File: config.mk
export PLATFORM = sky130hd
export DESIGN_NAME = cmid_window
export DESIGN_NICKNAME = d
export VERILOG_FILES = /design/src/cmid_pkg.sv /design/src/cmid_window.sv
export SDC_FILE = /design/constraint.sdc
export NUM_CORES = 1
export LEC_CHECK = 0
export BUFFER_PORTS_ARGS = -buffer_cell sky130_fd_sc_hd__buf_4
export CORE_MARGIN = 3
export CORE_UTILIZATION = 60
export DETAILED_ROUTE_END_ITERATION = 12
export PLACE_DENSITY_LB_ADDON = 0.15
export SKIP_LAST_GASP = 1
export SLEW_MARGIN = 20
export SYNTH_ARGS = -nofsm -noshare
export SYNTH_HDL_FRONTEND = slang
export SYNTH_SLANG_ARGS = --single-unit
File: constraint.sdc
create_clock -name clk -period 17.8 [get_ports clk]
set_input_delay 3.56 -clock clk [delete_from_list [all_inputs] [get_ports clk]]
set_output_delay 3.56 -clock clk [all_outputs]
set_load 0.02 [all_outputs]
File: src/cmid_pkg.sv
// Shared types, constants and helpers for the cross mean image difference block.
// Used by every module under src but cmid_line_store; has no dependencies of its own.
`default_nettype none

package cmid_pkg;

  localparam int unsigned MaxWidthDefault  = 1024;
  localparam int unsigned MaxHeightDefault = 1024;

  localparam int unsigned PixW    = 8;
  localparam int unsigned PairW   = 2 * PixW;
  localparam int unsigned PosW    = 10;
  localparam int unsigned SizeW   = 11;
  localparam int unsigned CfgIdxW = 2;
  localparam int unsigned SumW    = 11;
  localparam int unsigned MinSize = 3;

  typedef enum logic [CfgIdxW-1:0] {
    CFG_FRAME_WIDTH  = 2'd0,
    CFG_FRAME_HEIGHT = 2'd1
  } cfg_reg_t;

  // Position information that travels with a pixel from the raster tracker
  // to the window stage.
  typedef struct packed {
    logic            emit;
    logic            last;
    logic [PosW-1:0] out_col;
    logic [PosW-1:0] out_row;
  } pos_tag_t;

  // Truncated division by five for sums up to 5 * 255, done as a multiply
  // by 13108 / 2^16. The error stays below 1/50 over that range.
  function automatic logic [PixW-1:0] div5(input logic [SumW-1:0] s);
    logic [SumW+14:0] p;
    p = (SumW+15)'(s) * (SumW+15)'(13108);
    return p[PixW+15:16];
  endfunction

endpackage

`default_nettype wire

File: src/cmid_window.sv
// Window stage: holds the accepted pixel pair, keeps the neighbor window,
// forms both five point means and the clamped difference into the result register.
// Depends on cmid_pkg for the position tag and the divide by five.
`default_nettype none

module cmid_window #(
  parameter int unsigned CW = 10
) (
  input  wire logic                          clk,
  input  wire logic                          rst,
  input  wire logic                          in_valid,
  output logic                               in_stall,
  input  wire logic [cmid_pkg::PixW-1:0]     test_pixel,
  input  wire logic [cmid_pkg::PixW-1:0]     reference_pixel,
  input  wire logic [CW-1:0]                 cur_col,
  input  wire cmid_pkg::pos_tag_t            cur_tag,
  input  wire logic [2*cmid_pkg::PairW-1:0]  rd_data,
  output logic                               wr_en,
  output logic      [CW-1:0]                 wr_addr,
  output logic      [2*cmid_pkg::PairW-1:0]  wr_data,
  output logic                               out_valid,
  input  wire logic                          out_stall,
  output logic      [cmid_pkg::PixW-1:0]     diff_pixel,
  output logic      [cmid_pkg::PosW-1:0]     out_col,
  output logic      [cmid_pkg::PosW-1:0]     out_row,
  output logic                               frame_done
);

  localparam int unsigned PW = cmid_pkg::PairW;
  localparam int unsigned XW = cmid_pkg::PixW;
  localparam int unsigned SW = cmid_pkg::SumW;

  logic               s1_valid;
  logic [PW-1:0]      s1_cur;
  logic [CW-1:0]      s1_col;
  cmid_pkg::pos_tag_t s1_tag;

  // Window slots: middle row at c-1 and c-2, top row at c-1, current row at c-1.
  logic [PW-1:0] mid1, mid2, top1, left;

  logic          out_free;
  logic          s1_adv;
  logic          in_accept;
  logic [PW-1:0] above, two;
  logic [SW-1:0] sum_t, sum_r;
  logic [XW-1:0] mean_t, mean_r;
  logic [XW-1:0] diff;

  assign out_free  = !out_valid || !out_stall;
  assign s1_adv    = s1_valid && out_free;
  assign in_stall  = s1_valid && !out_free;
  assign in_accept = in_valid && !in_stall;

  assign above = rd_data[2*PW-1:PW];
  assign two   = rd_data[PW-1:0];

  always_comb begin
    sum_t = SW'(top1[XW-1:0]) + SW'(mid2[XW-1:0]) + SW'(mid1[XW-1:0])
          + SW'(above[XW-1:0]) + SW'(left[XW-1:0]);
    sum_r = SW'(top1[PW-1:XW]) + SW'(mid2[PW-1:XW]) + SW'(mid1[PW-1:XW])
          + SW'(above[PW-1:XW]) + SW'(left[PW-1:XW]);
    mean_t = cmid_pkg::div5(sum_t);
    mean_r = cmid_pkg::div5(sum_r);
    diff   = (mean_t > mean_r) ? (mean_t - mean_r) : '0;
  end

  // The row stores shift by one row as the pixel leaves this stage.
  assign wr_en   = s1_adv;
  assign wr_addr = s1_col;
  assign wr_data = {s1_cur, above};

  always_ff @(posedge clk) begin
    if (rst) begin
      s1_valid <= 1'b0;
    end else if (in_accept) begin
      s1_valid <= 1'b1;
    end else if (s1_adv) begin
      s1_valid <= 1'b0;
    end
  end

  always_ff @(posedge clk) begin
    if (in_accept) begin
      s1_cur <= {reference_pixel, test_pixel};
      s1_col <= cur_col;
      s1_tag <= cur_tag;
    end
  end

  always_ff @(posedge clk) begin
    if (rst) begin
      mid1 <= '0;
      mid2 <= '0;
      top1 <= '0;
      left <= '0;
    end else if (s1_adv) begin
      mid1 <= above;
      mid2 <= mid1;
      top1 <= two;
      left <= s1_cur;
    end
  end

  always_ff @(posedge clk) begin
    if (rst) begin
      out_valid <= 1'b0;
    end else if (out_free) begin
      out_valid <= s1_adv && s1_tag.emit;
    end
  end

  always_ff @(posedge clk) begin
    if (s1_adv && s1_tag.emit) begin
      diff_pixel <= diff;
      out_col    <= s1_tag.out_col;
      out_row    <= s1_tag.out_row;
      frame_done <= s1_tag.last;
    end
  end

endmodule

`default_nettype wire

==> results.py <==
metrics = {
    "status": {
        "outcome": "complete, no violations",
    },
    "global_route": {
        "antenna_found_initial": 0,
        "grtUsageTotal": 0.231,
        "grt_pass1_wl_um": 37300,
        "grt_pass1_vias": 8040,
        "overflow": 0,
        "grt_max_degree": 67,
    },
    "final_layout": {
        "mostFrequentLayoutCells": "274 x inv_1, 161 x buf_4, 156 x ha_1",
        "diodes": 0,
        "area.growth.synth_to_final_pct": 16.8,
        "finalInstanceArea_um2": 13000,
        "drive_above_1_share": 0.162,
        "nFillCells": 1340,
        "final_common_cell": "inv_1",
        "fin_nets": 1603,
    },
    "floorplan": {
        "dieArea_um2": 20200,
        "initial_utilization": 0.615,
        "fp-row-count": 49,
        "core_um2": 18100,
        "die_x_um": 142,
        "ios": 158,
        "dieHeight_um": 142,
    },
    "worst_setup_path": {
        "critPathMaxStageDelay_ps": 550,
        "critical_path_arrival_ps": 12620,
        "cp.required_ps": 17960,
        "crit_slowest_cell": "fa_1",
        "path_common_cell": "fa_1",
        "path_max_fanout": 8,
        "critPathLaunchType": "input port",
        "crit_type": "input port to register",
        "cp-end-kind": "register",
    },
    "route": {
        "wl_per_cell_um": 14.8,
        "drc": 0,
        "wirelength_um": 22200,
        "viasPerCell": 5.08,
        "num_vias": 7599,
        "dr.pass1.iters": 5,
        "drtIter0Drc": 326,
        "ant_nets": 0,
    },
    "timing": {
        "fmax_ghz": 0.0803,
        "fin_crit_sh": 0.700,
        "finalSetupTns_ps": 0,
        "tightest_slew_ps": 711,
        "min_period_ps": 12460,
        "grt_setup_unrepaired": "no",
        "finalSetupViolCount": 0,
        "finClkSkew_ps": 11.7,
        "hold_violations": 0,
        "max-slew-margin-rel": 0.526,
        "holdWs_ps": 414,
        "slew_viol_final": 0,
    },
    "place": {
        "globalplace.congestion": 0.884,
        "dp_hpwl_um": 17600,
        "placed_cell_area_um2": 12400,
        "port_buffers": 157,
    },
    "clock_network": {
        "post_cts_buffers": 0,
        "ctsRootBufferMaster": "clkbuf_16",
        "postCtsHoldBufs": 0,
        "clk_pin_slew_ps": 70,
        "cts.path.max_buffers": 2,
        "post_cts_resized": 0,
        "cts-htree-levels": 4,
        "clock-sinks": 143,
        "cts_tree": "built",
        "clk_latency_ps": 420,
        "cts_buffers": 17,
    },
    "synthesis": {
        "synth_area_leaders": "edfxtp_1 21%, fa_1 20%, ha_1 18%",
        "ys_ff_latch": 143,
        "synth.distinct_cells": 49,
        "syn_nets": 1461,
        "synth_edf_count": 77,
        "postSynthCellCount": 1112,
        "syn_area_um2": 11100,
        "seq_area_frac_synth": 0.327,
        "synth_top_cell_by_area": "edfxtp_1",
        "synth_ff_type": "edfxtp_1",
        "yosysWarnings": 0,
        "yosys.area.top_type_share": 0.208,
        "avgSynthCellArea_um2": 10.0,
        "async_flop_share": 0,
    },
    "min_path": {
        "hp-class": "register to register",
    },
    "run": {
        "cap_violations": 0,
    },
}
==> logic make-up (layout without fill, tap and decap cells) <==
group / after synthesis / in the layout / share of synthesized area
simple gates: 196 / 196 / 0.0743
xor+xnor: 38 / 38 / 0.0299
flops: 143 / 143 / 0.327
compound gates: 157 / 157 / 0.0853
buf+inv: 313 / 468 / 0.112
fa+ha+maj: 265 / 265 / 0.372
==> final timing paths <==
| kind | startpoint | endpoint | slack [ps] | cells after the start |
|---|---|---|---|---|
| hold / removal | s1_tag[15] | out_col[5] | 410 | 0 |
| setup reg to reg | mid1[1] | diff_pixel[3] | 8230 | 39 |
| hold reg to reg | s1_tag[15] | out_col[5] | 410 | 0 |
| setup / recovery | rd_data[17] | diff_pixel[3] | 5340 | 40 |
==> synthesized netlist by cell type, drive strengths merged (5+ instances only) <==
cell,n
nand4,6
nor2,19
nor2b,8
dfxtp,66
edfxtp,77
xnor2,25
nand2,139
clkbuf,17
buf,21
nand3,5
inv,275
ha,156
o21ai,16
xor2,13
nor3,7
a21o,10
a21oi,98
fa,109
o21a,7
==> state kept, by name, indices dropped and copies added (netlist names) <==
register,cells
s1_tag,22
left,16
mid1,16
mid2,16
s1_cur,16
top1,16
out_col,10
out_row,10
wr_addr,10
diff_pixel,8
frame_done,1
out_valid,1
s1_valid,1
==> per-stage QoR <==
| stage | worst slack [ps] | utilization | instances |
|---|---|---|---|
| floorplan | 5790 | - | 1112 |
| global placement | 5170 | 0.686 | 1464 |
| detailed placement | 4970 | 0.686 | 1464 |
| CTS | 5350 | 0.718 | 1496 |
| global route | 4720 | 0.718 | 1496 |
| finish | 5340 | 0.718 | 1496 |
==> cell type report <==
cell class / count / area, µm² / share of cell area
clock buffers: 18 / 429 / 0.0330
clock inverters: 14 / 145 / 0.0112
inverters: 275 / 1030 / 0.0795
multi-input cells: 656 / 6250 / 0.481
flip-flops and latches: 143 / 3630 / 0.280
well taps: 229 / 287 / 0.0221
repair buffers: 161 / 1210 / 0.0931
==> routing by layer <==
| layer | track usage | vias up | share of wire |
|---|---|---|---|
| met5 | 0 | - | 0 |
| met4 | 0.0601 | 0 | 0.012 |
| met3 | 0.0565 | 18 | 0.058 |
| met2 | 0.391 | 178 | 0.49 |
| met1 | 0.300 | 3619 | 0.44 |
| li1 | - | 3784 | - |
==> worst max-delay path: cells and delay by family <==
kind / cells / cell delay, ps
buffers and inverters: 8 / 490
adder cells (fa/ha/maj): 13 / 5290
AND/OR/NAND/NOR: 4 / 340
XOR/XNOR: 2 / 460
AO/OA/AOI/OAI: 13 / 2480
Power is left out: the tool's default activity adds up to more than one toggle a clock period on the data nets, which glitch-free logic cannot reach.
