[config.mk]
export PLATFORM = sky130hd
export DESIGN_NAME = cmid_raster
export DESIGN_NICKNAME = d
export VERILOG_FILES = /design/src/cmid_pkg.sv /design/src/cmid_raster.sv
export SDC_FILE = /design/constraint.sdc
export NUM_CORES = 1
export LEC_CHECK = 0
export ABC_AREA = 1
export ABC_CLOCK_PERIOD_IN_PS = 13500
export BUFFER_PORTS_ARGS = -buffer_cell sky130_fd_sc_hd__buf_2
export CAP_MARGIN = 20
export CORE_MARGIN = 8
export CORE_UTILIZATION = 35
export DETAILED_ROUTE_END_ITERATION = 10
export GPL_TIMING_DRIVEN = 0
export PLACE_DENSITY_LB_ADDON = 0.05
export SLEW_MARGIN = 0
export SYNTH_ARGS = -nofsm -noshare
export SYNTH_HDL_FRONTEND = slang
export SYNTH_SLANG_ARGS = --single-unit
[constraint.sdc]
create_clock -name clk -period 13.5 [get_ports clk]
set_clock_uncertainty 0.05 [all_clocks]
set_input_delay 2.7 -clock clk [delete_from_list [all_inputs] [get_ports clk]]
set_output_delay 2.7 -clock clk [all_outputs]
set_load 0.05 [all_outputs]
[src/cmid_pkg.sv]
// Shared types, constants and helpers for the cross mean image difference block.
// Used by every module under src but cmid_line_store; has no dependencies of its own.
`default_nettype none

package cmid_pkg;

  localparam int unsigned MaxWidthDefault  = 1024;
  localparam int unsigned MaxHeightDefault = 1024;

  localparam int unsigned PixW    = 8;
  localparam int unsigned PairW   = 2 * PixW;
  localparam int unsigned PosW    = 10;
  localparam int unsigned SizeW   = 11;
  localparam int unsigned CfgIdxW = 2;
  localparam int unsigned SumW    = 11;
  localparam int unsigned MinSize = 3;

  typedef enum logic [CfgIdxW-1:0] {
    CFG_FRAME_WIDTH  = 2'd0,
    CFG_FRAME_HEIGHT = 2'd1
  } cfg_reg_t;

  // Position information that travels with a pixel from the raster tracker
  // to the window stage.
  typedef struct packed {
    logic            emit;
    logic            last;
    logic [PosW-1:0] out_col;
    logic [PosW-1:0] out_row;
  } pos_tag_t;

  // Truncated division by five for sums up to 5 * 255, done as a multiply
  // by 13108 / 2^16. The error stays below 1/50 over that range.
  function automatic logic [PixW-1:0] div5(input logic [SumW-1:0] s);
    logic [SumW+14:0] p;
    p = (SumW+15)'(s) * (SumW+15)'(13108);
    return p[PixW+15:16];
  endfunction

endpackage

`default_nettype wire

[src/cmid_raster.sv]
// Raster position tracker: clamps the frame size and counts column and row.
// Depends on cmid_pkg for the position tag type and size constants.
`default_nettype none

module cmid_raster #(
  parameter int unsigned MAX_WIDTH  = cmid_pkg::MaxWidthDefault,
  parameter int unsigned MAX_HEIGHT = cmid_pkg::MaxHeightDefault
) (
  input  wire logic                          clk,
  input  wire logic                          rst,
  input  wire logic                          advance,
  input  wire logic [cmid_pkg::SizeW-1:0]    frame_width,
  input  wire logic [cmid_pkg::SizeW-1:0]    frame_height,
  output logic      [$clog2(MAX_WIDTH)-1:0]  cur_col,
  output cmid_pkg::pos_tag_t                 cur_tag
);

  localparam int unsigned CW = $clog2(MAX_WIDTH);
  localparam int unsigned RW = $clog2(MAX_HEIGHT);
  localparam int unsigned WW = $clog2(MAX_WIDTH + 1);
  localparam int unsigned HW = $clog2(MAX_HEIGHT + 1);
  localparam int unsigned LWW = (WW > cmid_pkg::SizeW) ? WW : cmid_pkg::SizeW;
  localparam int unsigned LHW = (HW > cmid_pkg::SizeW) ? HW : cmid_pkg::SizeW;

  logic [CW-1:0] col_cnt, col_cnt_next;
  logic [RW-1:0] row_cnt, row_cnt_next;

  logic [WW-1:0] w_eff;
  logic [HW-1:0] h_eff;
  logic [LWW-1:0] fw_ext;
  logic [LHW-1:0] fh_ext;

  logic [CW-1:0] c0;
  logic [RW-1:0] r0;
  logic [HW-1:0] row_inc;
  logic [HW-1:0] r0_inc;
  logic [WW-1:0] c0_inc;
  logic          pre_wrap;
  logic [31:0]   col_m1;
  logic [31:0]   row_m1;

  // Register values outside the supported range act as the nearest bound.
  always_comb begin
    fw_ext = LWW'(frame_width);
    fh_ext = LHW'(frame_height);
    if (fw_ext < LWW'(cmid_pkg::MinSize)) begin
      w_eff = WW'(cmid_pkg::MinSize);
    end else if (fw_ext > LWW'(MAX_WIDTH)) begin
      w_eff = WW'(MAX_WIDTH);
    end else begin
      w_eff = fw_ext[WW-1:0];
    end
    if (fh_ext < LHW'(cmid_pkg::MinSize)) begin
      h_eff = HW'(cmid_pkg::MinSize);
    end else if (fh_ext > LHW'(MAX_HEIGHT)) begin
      h_eff = HW'(MAX_HEIGHT);
    end else begin
      h_eff = fh_ext[HW-1:0];
    end
  end

  // A size reduced between frames can leave the counters past the new edge;
  // the position then wraps before the pixel is taken.
  always_comb begin
    pre_wrap = (WW'(col_cnt) >= w_eff);
    row_inc  = HW'(row_cnt) + HW'(1);
    c0       = pre_wrap ? '0 : col_cnt;
    if (pre_wrap) begin
      r0 = (row_inc >= h_eff) ? '0 : row_inc[RW-1:0];
    end else begin
      r0 = (HW'(row_cnt) >= h_eff) ? '0 : row_cnt;
    end
    c0_inc = WW'(c0) + WW'(1);
    r0_inc = HW'(r0) + HW'(1);
    if (c0_inc >= w_eff) begin
      col_cnt_next = '0;
      row_cnt_next = (r0_inc >= h_eff) ? '0 : r0_inc[RW-1:0];
    end else begin
      col_cnt_next = c0_inc[CW-1:0];
      row_cnt_next = r0;
    end
  end

  always_comb begin
    col_m1          = 32'(c0) - 32'd1;
    row_m1          = 32'(r0) - 32'd1;
    cur_col         = c0;
    cur_tag.emit    = (32'(c0) >= 32'd2) && (32'(r0) >= 32'd2);
    cur_tag.last    = (c0_inc == w_eff) && (r0_inc == h_eff);
    cur_tag.out_col = col_m1[cmid_pkg::PosW-1:0];
    cur_tag.out_row = row_m1[cmid_pkg::PosW-1:0];
  end

  always_ff @(posedge clk) begin
    if (rst) begin
      col_cnt <= '0;
      row_cnt <= '0;
    end else if (advance) begin
      col_cnt <= col_cnt_next;
      row_cnt <= row_cnt_next;
    end
  end

endmodule

`default_nettype wire

==> results_dict.tcl, run 1 <==
set metrics [dict create \
    status "finished, final reports clean" \
    cts-htree-levels 1 \
    dp_slack_ps 2623 \
    final_antenna_net_count 0 \
    post-route-util_pct 40.51 \
    final-hold-violation-count 0 \
    hold_class "flip-flop to flip-flop" \
    worstMarginPinSlew_ps 716.7 \
    grt_setup_unrepaired "no" \
    routabilityCongestion 0.9016 \
    setup_tns_ps 0 \
    maxCapViolCount 0 \
    seqCellArea_sq_um 400.4 \
    leakage_nw 2.275 \
    powerDensity_nw_per_um2 53.35 \
    peakVddDrop_mv 0.04710 \
    routed_via_density 4.938 \
    rr_startpoint "row_cnt[0]" \
    grt_pass1_vias 3901 \
    final_cells 793 \
    hpwl_um 10370 \
    layout.nets 741 \
    coreArea_sq_um 10840 \
    io_pins 57 \
    wirelength_um 11980 \
    clk_pin_slew_ps 70 \
    yosys-top-cells-area "ha_1 20%, nand2_1 16%, dfxtp_1 10%" \
    synth_top_area_share_pct 19.57 \
    grtUsageTotal_pct 16.38 \
    clock-root-buffer "clkbuf_8" \
    grt_use_met3_pct 2.545 \
    fp-row-count 38 \
    cts_buffer_depth 2 \
    ys_types 48 \
    overflow 0 \
    multi_input_area_sq_um 3128 \
    die_area_sq_um 14780 \
    drt-pass1-iter-count 4 \
    total_power_mw 0.2343 \
    worst_r2r_endpoint "row_cnt[9]" \
    endpoint "cur_tag[20]" \
    place_inst 790 \
    grt_max_degree 11 \
    fp.dieW_um 121.6 \
    clk_latency_ps 250 \
    startpoint "frame_height[5]" \
    antenna_found_initial 1 \
    post-cts-setup-buffer-count 0 \
    grt_use_met2_pct 24.53 \
    area_growth_pct 12.61 \
    period_needed_ps 10930 \
    cts_buffers 3 \
    cts_resized 0 \
    crit_type "input port to output port" \
    synth_top_area_cell "ha_1" \
    relSlewSlack_pct 51.71 \
    use_met1_pct 24.02 \
    drive_gt1_share_pct 19.14 \
    ys_seq_area_share_pct 10.27 \
    syn_area_per_cell_sq_um 6.555 \
    grt_busiest_layer "met2" \
    cts.sinks 20 \
    worstPathRequired_ps 10750 \
    r2r_slack_ps 8110 \
    cts_tree "built" \
    synth_nets 681 \
    wl_per_cell_um 15.11 \
    r2r_cells 25 \
    grt_first_pass_wirelength_um 19800 \
    finalWorstSetupSlack_ps 2572 \
    fillers 1223 \
    drv_slew 0 \
    die_h_um 121.6 \
    vias 3916 \
    drt_iter0_drc 223 \
    finalCritPeriodShare_pct 80.95 \
    max_freq_mhz 91.51 \
    setup-violations-final 0 \
    start_util_pct 35.98 \
    startpoint_type "input port" \
    arrival_ps 8180 \
    syn_area_sq_um 3900 \
    ys_warn_count 0 \
    antenna_cells 0 \
    port_buffers 55 \
    syn_inst 595 \
    drc 0 \
    endpoint_kind "output port" \
    critPathMaxFanout 10 \
    ys_ff_latch 20 \
    ctsHoldBuffers 0 \
]
[worst min-delay path by stage]
stage               start          to  cells past startpoint
4_1_cts        col_cnt[0]  col_cnt[0]                      2
2_1_floorplan  col_cnt[0]  col_cnt[0]                      2
5_1_grt        col_cnt[0]  col_cnt[0]                      2
3_5_place_dp   col_cnt[0]  col_cnt[0]                      2
3_3_place_gp   col_cnt[0]  col_cnt[0]                      2
6_report       col_cnt[0]  col_cnt[0]                      2
[critical path, cell delays in order]
cell,delay [ps]
buf_2,120
or4_1,500
nor3_1,140
nand2_1,110
o31ai_2,510
nand2_1,300
ha_1,390
nand2_1,70
inv_1,50
nand2_1,110
nor2_1,60
nand2_1,50
nand3_1,110
nor2_4,240
nand2_1,130
o21ai_2,410
nand2_4,140
nor2_4,130
nand3_1,90
and2_1,200
ha_1,320
nand2_1,100
nor4_1,270
nand4_1,240
nor4_1,340
buf_2,340
[synth_stat cells (all sizes together)]
library cell  count
a2111oi           1
a21boi            2
a21o              1
a21oi            33
a22oi             7
a31oi             3
a32oi             1
and2              4
and3              2
buf               2
clkbuf            5
dfxtp            20
ha               61
inv              88
nand2           173
nand3            53
nand3b            1
nand4            11
nor2             54
nor3             21
nor4              2
o211ai            1
o21a              1
o21ai            17
o31ai             2
o41ai             1
or2               1
or4               1
xnor2             2
xor2             24
[report_power, final]
| group | internal, mW | leakage [nW] | switching [mW] | total [mW] |
|---|---|---|---|---|
| Clock | 0.0198 | 0.0216 | 0.0181 | 0.0379 |
| Combinational | 0.0362 | 2.09 | 0.0985 | 0.135 |
| Sequential | 0.0601 | 0.162 | 0.00169 | 0.0618 |
| Total | 0.116 | 2.28 | 0.118 | 0.234 |
[kinds of logic (layout without fill, tap and decap cells)]
kind of cell               Yosys count  count (layout)  share of synthesized area [%]
adders and majority gates           61              61                          19.57
buffers and inverters               95             153                          9.528
AOI/OAI and AO/OA                   70              70                          11.16
DFF                                 20              20                          10.27
xor gates and xnor gates            26              26                          5.839
and+or+nand+nor                    323             323                          43.63
[cell usage in the layout (no fill, tap or decap), types with 2 or more instances in the layout]
cell type | Yosys | final
nor3_1 | 12 | 12
nor2_1 | 37 | 37
and3_1 | 2 | 2
xor2_1 | 24 | 24
nand3_4 | 3 | 3
inv_1 | 77 | 77
clkbuf_1 | 5 | 5
buf_6 | 2 | 2
xnor2_1 | 2 | 2
nor2_4 | 10 | 10
nand3_2 | 3 | 3
nand4_1 | 9 | 9
nor3_2 | 7 | 7
nand2_4 | 4 | 4
a21oi_1 | 32 | 32
a31oi_1 | 3 | 3
o21ai_2 | 3 | 3
ha_1 | 61 | 61
inv_2 | 11 | 11
and2_1 | 4 | 4
nor3_4 | 2 | 2
nand3_1 | 47 | 47
o21ai_0 | 11 | 11
nand2_2 | 6 | 6
nand2_1 | 162 | 162
clkbuf_8 | 0 | 3
buf_2 | 0 | 55
o21ai_1 | 3 | 3
nor2_8 | 3 | 3
dfxtp_1 | 20 | 20
nor4_1 | 2 | 2
nor2_2 | 4 | 4
a22oi_1 | 7 | 7
[final cells by class]
class / count / share of cell area, %
multi-input cells: 480 / 71.23
flip-flops and latches: 20 / 9.117
inverters: 88 / 7.521
repair buffers: 55 / 6.268
well taps: 140 / 3.989
clock buffers: 3 / 0.9402
plain buffers: 7 / 0.9402
[sequential cells by signal (all words and copies together), names as in the netlist]
| register | count |
|---|---|
| col_cnt | 10 |
| row_cnt | 10 |
[metrics by stage]
step	hold slack (ps)	cell area, sq um
floorplan	395.3	3900
global placement	405.8	4350
detailed placement	433.0	4350
CTS	445.4	4392
global route	471.4	4392
finish	444.4	4392
[per-layer routing]
metal  up-vias  share of wire (%)
met2        68                 41
met5         -               0.11
met4         2                1.4
li1       2082                  -
met1      1754                 52
met3        10                5.0
Note: power is estimated with default switching activity, not from simulation.
==> inputs of run 2 (changes only) <==
ABC_CLOCK_PERIOD_IN_PS = 8800   (was 13500)
clock period = 8.8 ns   (was 13.5 ns; I/O delays follow)
==> results_dict.tcl, run 2 (same netlist as run 1, synthesis figures left out) <==
set metrics [dict create \
    status "finished, final reports clean" \
    worst_r2r_endpoint "row_cnt[5]" \
    drv_slew 0 \
    r2r_slack_ps 3430 \
    crit_type "input port to output port" \
    cts.sinks 20 \
    p_sw_mw 0.1908 \
    endpoint_kind "output port" \
    final-hold-violation-count 0 \
    r2r_cells 27 \
    finalCritPeriodShare_pct 96.62 \
    intPower_mw 0.1980 \
    antenna_found_initial 0 \
    cp.depth 29 \
    io_pins 57 \
    cpPeakStageDelay_ps 540 \
    hpwl_um 10330 \
    cp_slowest_cell "or4_1" \
    drc 0 \
    maxCapViolCount 0 \
    layout_commonest_cell "nand2_1" \
    start_util_pct 35.98 \
    clock-root-buffer "clkbuf_8" \
    cts_tree "built" \
    drt_iter0_drc 155 \
    startpoint_type "input port" \
    worstMarginPinSlew_ps 767.7 \
    clk_pin_slew_ps 80 \
    startpoint "frame_height[2]" \
    clk_latency_ps 270 \
    antenna_cells 0 \
    top_regs "col_cnt x10, row_cnt x10" \
    wl_per_cell_um 15.24 \
    setup_tns_ps 0 \
    post-route-util_pct 43.06 \
    layout.nets 760 \
    cts_buffers 3 \
    rr_startpoint "row_cnt[0]" \
    crit_buf_inv 6 \
    postPlaceCellArea_sq_um 4357 \
    cpMostUsedCell "nand2_1" \
    period_needed_ps 8503 \
    whs_ps 440.2 \
    leakage_nw 2.389 \
    final_antenna_net_count 0 \
    swShare_pct 49.08 \
    routed_via_density 5.017 \
    cts_buffer_depth 2 \
    clockPowerShare_pct 18.7 \
    grt_max_degree 12 \
    hold_class "flip-flop to flip-flop" \
    overflow 0 \
    routabilityCongestion 0.8504 \
    vias 4079 \
    peakVddDrop_mv 0.05460 \
    seqPwrFrac_pct 24.3 \
    drive_gt1_share_pct 23.18 \
    cts-htree-levels 1 \
    port_buffers 55 \
    final_area_sq_um 4668 \
    mostFrequentLayoutCells "156 x nand2_1, 77 x inv_1, 59 x ha_1" \
    drt-pass1-iter-count 5 \
    endpoint "cur_tag[20]" \
    grt_first_pass_wirelength_um 19840 \
    pwr-share-comb_pct 57.0 \
    die_area_sq_um 14780 \
    fp-row-count 38 \
    max_freq_mhz 117.6 \
    powerDensity_nw_per_um2 83.29 \
    die_h_um 121.6 \
    path_delay_family "simple AND/OR/NAND/NOR gates" \
    grtUsageTotal_pct 16.48 \
    coreArea_sq_um 10840 \
    area_growth_pct 19.70 \
    arrival_ps 6690 \
    grt_pass1_vias 3982 \
    critPathMaxFanout 8 \
    fillers 1180 \
    worstPathRequired_ps 6990 \
    wirelength_um 12390 \
    setup-violations-final 0 \
    relSlewSlack_pct 48.28 \
    fp.dieW_um 121.6 \
]
run 2: stage by stage:
| stage | cells | worst slack (ps) | power (mW) |
|---|---|---|---|
| finish | 813 | 297.0 | 0.3888 |
| global placement | 790 | -109.5 | 0.3023 |
| global route | 813 | -44.62 | 0.4147 |
| floorplan | 595 | 440.5 | 0.2524 |
| CTS | 794 | 68.79 | 0.3760 |
| detailed placement | 790 | -133.0 | 0.3040 |
run 2: cell type report:
class / instances / area, sq um / area share, %
clock buffer: 4 / 55.05 / 1.179
multi-input combinational: 480 / 3222 / 69.02
buffer: 7 / 41.29 / 0.8845
inverter: 88 / 330.3 / 7.076
tap: 140 / 175.2 / 3.752
sequential: 20 / 400.4 / 8.577
timing repair buffer: 74 / 444.2 / 9.515
run 2: power by group through the flow:
| stage | Sequential (mW) | Combinational [mW] | Clock [mW] |
|---|---|---|---|
| 6_report | 0.0945 | 0.222 | 0.0727 |
| 5_1_grt | 0.0947 | 0.242 | 0.0783 |
| 4_1_cts | 0.0945 | 0.209 | 0.0729 |
| 3_5_place_dp | 0.0967 | 0.207 | 0 |
| 3_3_place_gp | 0.0967 | 0.206 | 0 |
| 2_1_floorplan | 0.0956 | 0.157 | 0 |
run 2: what timing repair did:
action                     in CTS  in global routing
pin swaps                       0                 15
setup buffers                   0                 19
hold buffers                    0                  0
setup endpoints to repair       1                  1
resized for setup               1                 20
run 2: per-layer routing:
layer / share of wire [%] / track usage, %
met5: 0 / 0
met2: 52 / 31.26
met4: 0.78 / 1.850
met1: 45 / 19.91
met3: 2.7 / 1.851
run 2: worst min-delay path, cell delays in order (launching register included):
cell and delay, ps:
dfxtp_1 320, nand2_1 70, a21oi_1 60
run 2: how the worst min path moves through the flow:
stage / startpoint / to / cells past startpoint
floorplan: col_cnt[0] / col_cnt[0] / 2
global placement: col_cnt[0] / col_cnt[0] / 2
detailed placement: col_cnt[0] / col_cnt[0] / 2
CTS: col_cnt[0] / col_cnt[0] / 2
global route: col_cnt[0] / col_cnt[0] / 2
finish: col_cnt[0] / col_cnt[0] / 2
==> inputs of run 3 (changes only) <==
BUFFER_PORTS_ARGS = -buffer_cell sky130_fd_sc_hd__buf_4   (was -buffer_cell sky130_fd_sc_hd__buf_2)
==> results_dict.tcl, run 3 (same netlist as run 1, synthesis figures left out) <==
set metrics [dict create \
    startpoint_type "input port" \
    drt_iter0_drc 214 \
    overflow 0 \
    drt-pass1-iter-count 4 \
    fp.dieW_um 121.6 \
    worstPathRequired_ps 6990 \
    finalCritPeriodShare_pct 96.71 \
    startpoint "frame_height[2]" \
    clockPowerShare_pct 18.2 \
    drive_gt1_share_pct 22.65 \
    cts-htree-levels 1 \
    ctsHoldBuffers 0 \
    seqPwrFrac_pct 23.7 \
    intPower_mw 0.2087 \
    arrival_ps 6700 \
    whs_ps 420.0 \
    crit_type "input port to output port" \
    r2r_slack_ps 3430 \
    setup-violations-final 0 \
    p_sw_mw 0.1902 \
    final_antenna_net_count 0 \
    final-hold-violation-count 0 \
    worst_hold_path.num_cells 2 \
    cts_tree "built" \
    cts_buffers 3 \
    wl_per_cell_um 14.95 \
    drv_slew 0 \
    layout_commonest_cell "nand2_1" \
    grt_first_pass_wirelength_um 19530 \
    cts.sinks 20 \
    peakVddDrop_mv 0.06146 \
    clk_latency_ps 270 \
    mostFrequentLayoutCells "159 x nand2_1, 77 x inv_1, 71 x buf_4" \
    antenna_found_initial 0 \
    clock-root-buffer "clkbuf_8" \
    hpwl_um 10210 \
    maxCapViolCount 0 \
    cts_buffer_depth 2 \
    endpoint_kind "output port" \
    critPathMaxFanout 7 \
    worst_r2r_endpoint "row_cnt[9]" \
    area_growth_pct 22.01 \
    hold_end "col_cnt[0]" \
    powerDensity_nw_per_um2 83.82 \
    routabilityCongestion 0.8457 \
    die_h_um 121.6 \
    status "finished, final reports clean" \
    grt_max_degree 12 \
    period_needed_ps 8510 \
    start_util_pct 35.98 \
    top_regs "col_cnt x10, row_cnt x10" \
    routed_via_density 4.954 \
    antenna_cells 0 \
    drc 0 \
    pwr-share-comb_pct 58.1 \
    wirelength_um 12120 \
    grt_pass1_vias 3932 \
    max_freq_mhz 117.5 \
    swShare_pct 47.68 \
    hold_class "flip-flop to flip-flop" \
    fp-row-count 38 \
    leakage_nw 2.420 \
    setup_tns_ps 0 \
    clk_pin_slew_ps 80 \
    vias 4018 \
    holdCritStartpoint "col_cnt[0]" \
    r2r_cells 27 \
    port_buffers 55 \
    relSlewSlack_pct 53.20 \
    coreArea_sq_um 10840 \
    grtUsageTotal_pct 16.13 \
    layout.nets 758 \
    io_pins 57 \
    rr_startpoint "row_cnt[0]" \
    worstMarginPinSlew_ps 694.6 \
    die_area_sq_um 14780 \
]
## run 3: changes by cell type in the layout (fill, tap and decap cells not counted), moves of 2 or more
cell     before  now
nand2_1     156  159
buf_4        16   71
buf_2        54    0
nand2_2      11    8
nand3_1      47   45
nand3_2       3    5
buf_6         5    3
## run 3: metal layers
| metal | wire [um] | track usage [%] | share of wire (%) |
|---|---|---|---|
| met1 | 5499 | 19.61 | 45 |
| met2 | 6244 | 30.44 | 52 |
| met3 | 305 | 1.712 | 2.5 |
| met4 | 74 | 2.005 | 0.61 |
| met5 | 0 | 0 | 0 |
## run 3: layout make-up
type / instances / area [sq um]
fillers: 1141 / 6082
multi-input cells: 480 / 3212
repair buffers: 72 / 544.3
flip-flops and latches: 20 / 400.4
inverters: 88 / 330.3
well taps: 140 / 175.2
clock buffers: 4 / 55.05
plain buffers: 7 / 41.29
## run 3: worst max-delay path, cell delays in order
cell,delay [ps]
buf_4,110
or4_1,530
nor3_2,140
nand2_2,100
o31ai_4,280
buf_4,170
nand2_1,130
ha_1,340
nand2_1,70
inv_1,30
nand2_1,70
inv_1,40
nand2_1,50
nand3_1,120
nor2_4,250
buf_4,160
nand3_1,140
o21ai_4,150
nand2_4,110
nor2_4,120
nand3_1,90
and2_1,190
ha_1,320
nand2_1,100
nor4_2,280
nand4_1,250
nor4_2,310
buf_4,250
## run 3: metrics by stage
| step | total power [mW] | area (sq um) | std cells | setup WS (ps) | utilization (%) |
|---|---|---|---|---|---|
| 6_report | 0.3988 | 4758 | 811 | 289.8 | 43.89 |
| 5_1_grt | 0.4231 | 4758 | 811 | -31.01 | 43.89 |
| 2_1_floorplan | 0.2524 | 3906 | 595 | 440.5 | - |
| 4_1_cts | 0.3895 | 4558 | 794 | 158.7 | 42.05 |
| 3_3_place_gp | 0.3160 | 4494 | 790 | -79.49 | 41.46 |
| 3_5_place_dp | 0.3177 | 4494 | 790 | -44.39 | 41.46 |
## run 3: how the worst max path moves through the flow
stage	endpoint	slack (ps)	cells past startpoint
after global routing	cur_tag[20]	-30	28
after CTS	cur_tag[20]	160	27
final	cur_tag[20]	290	28
after floorplan	cur_tag[20]	440	25
after detailed placement	cur_tag[20]	-40	27
after global placement	cur_tag[20]	-80	27
## run 3: what timing repair did
| item | CTS | global route |
|---|---|---|
| pin swaps | 0 | 12 |
| setup endpoints to repair | 1 | 1 |
| buffers inserted | 0 | 17 |
| endpoints found under the hold margin | 0 | 0 |
| resized for setup | 1 | 14 |
## run 3: power groups by stage
stage | combinational [mW] | sequential [mW] | clock, mW
6_report | 0.232 | 0.0945 | 0.0724
4_1_cts | 0.222 | 0.0945 | 0.0727
3_3_place_gp | 0.219 | 0.0966 | 0
2_1_floorplan | 0.157 | 0.0956 | 0
5_1_grt | 0.252 | 0.0947 | 0.0765
3_5_place_dp | 0.221 | 0.0966 | 0
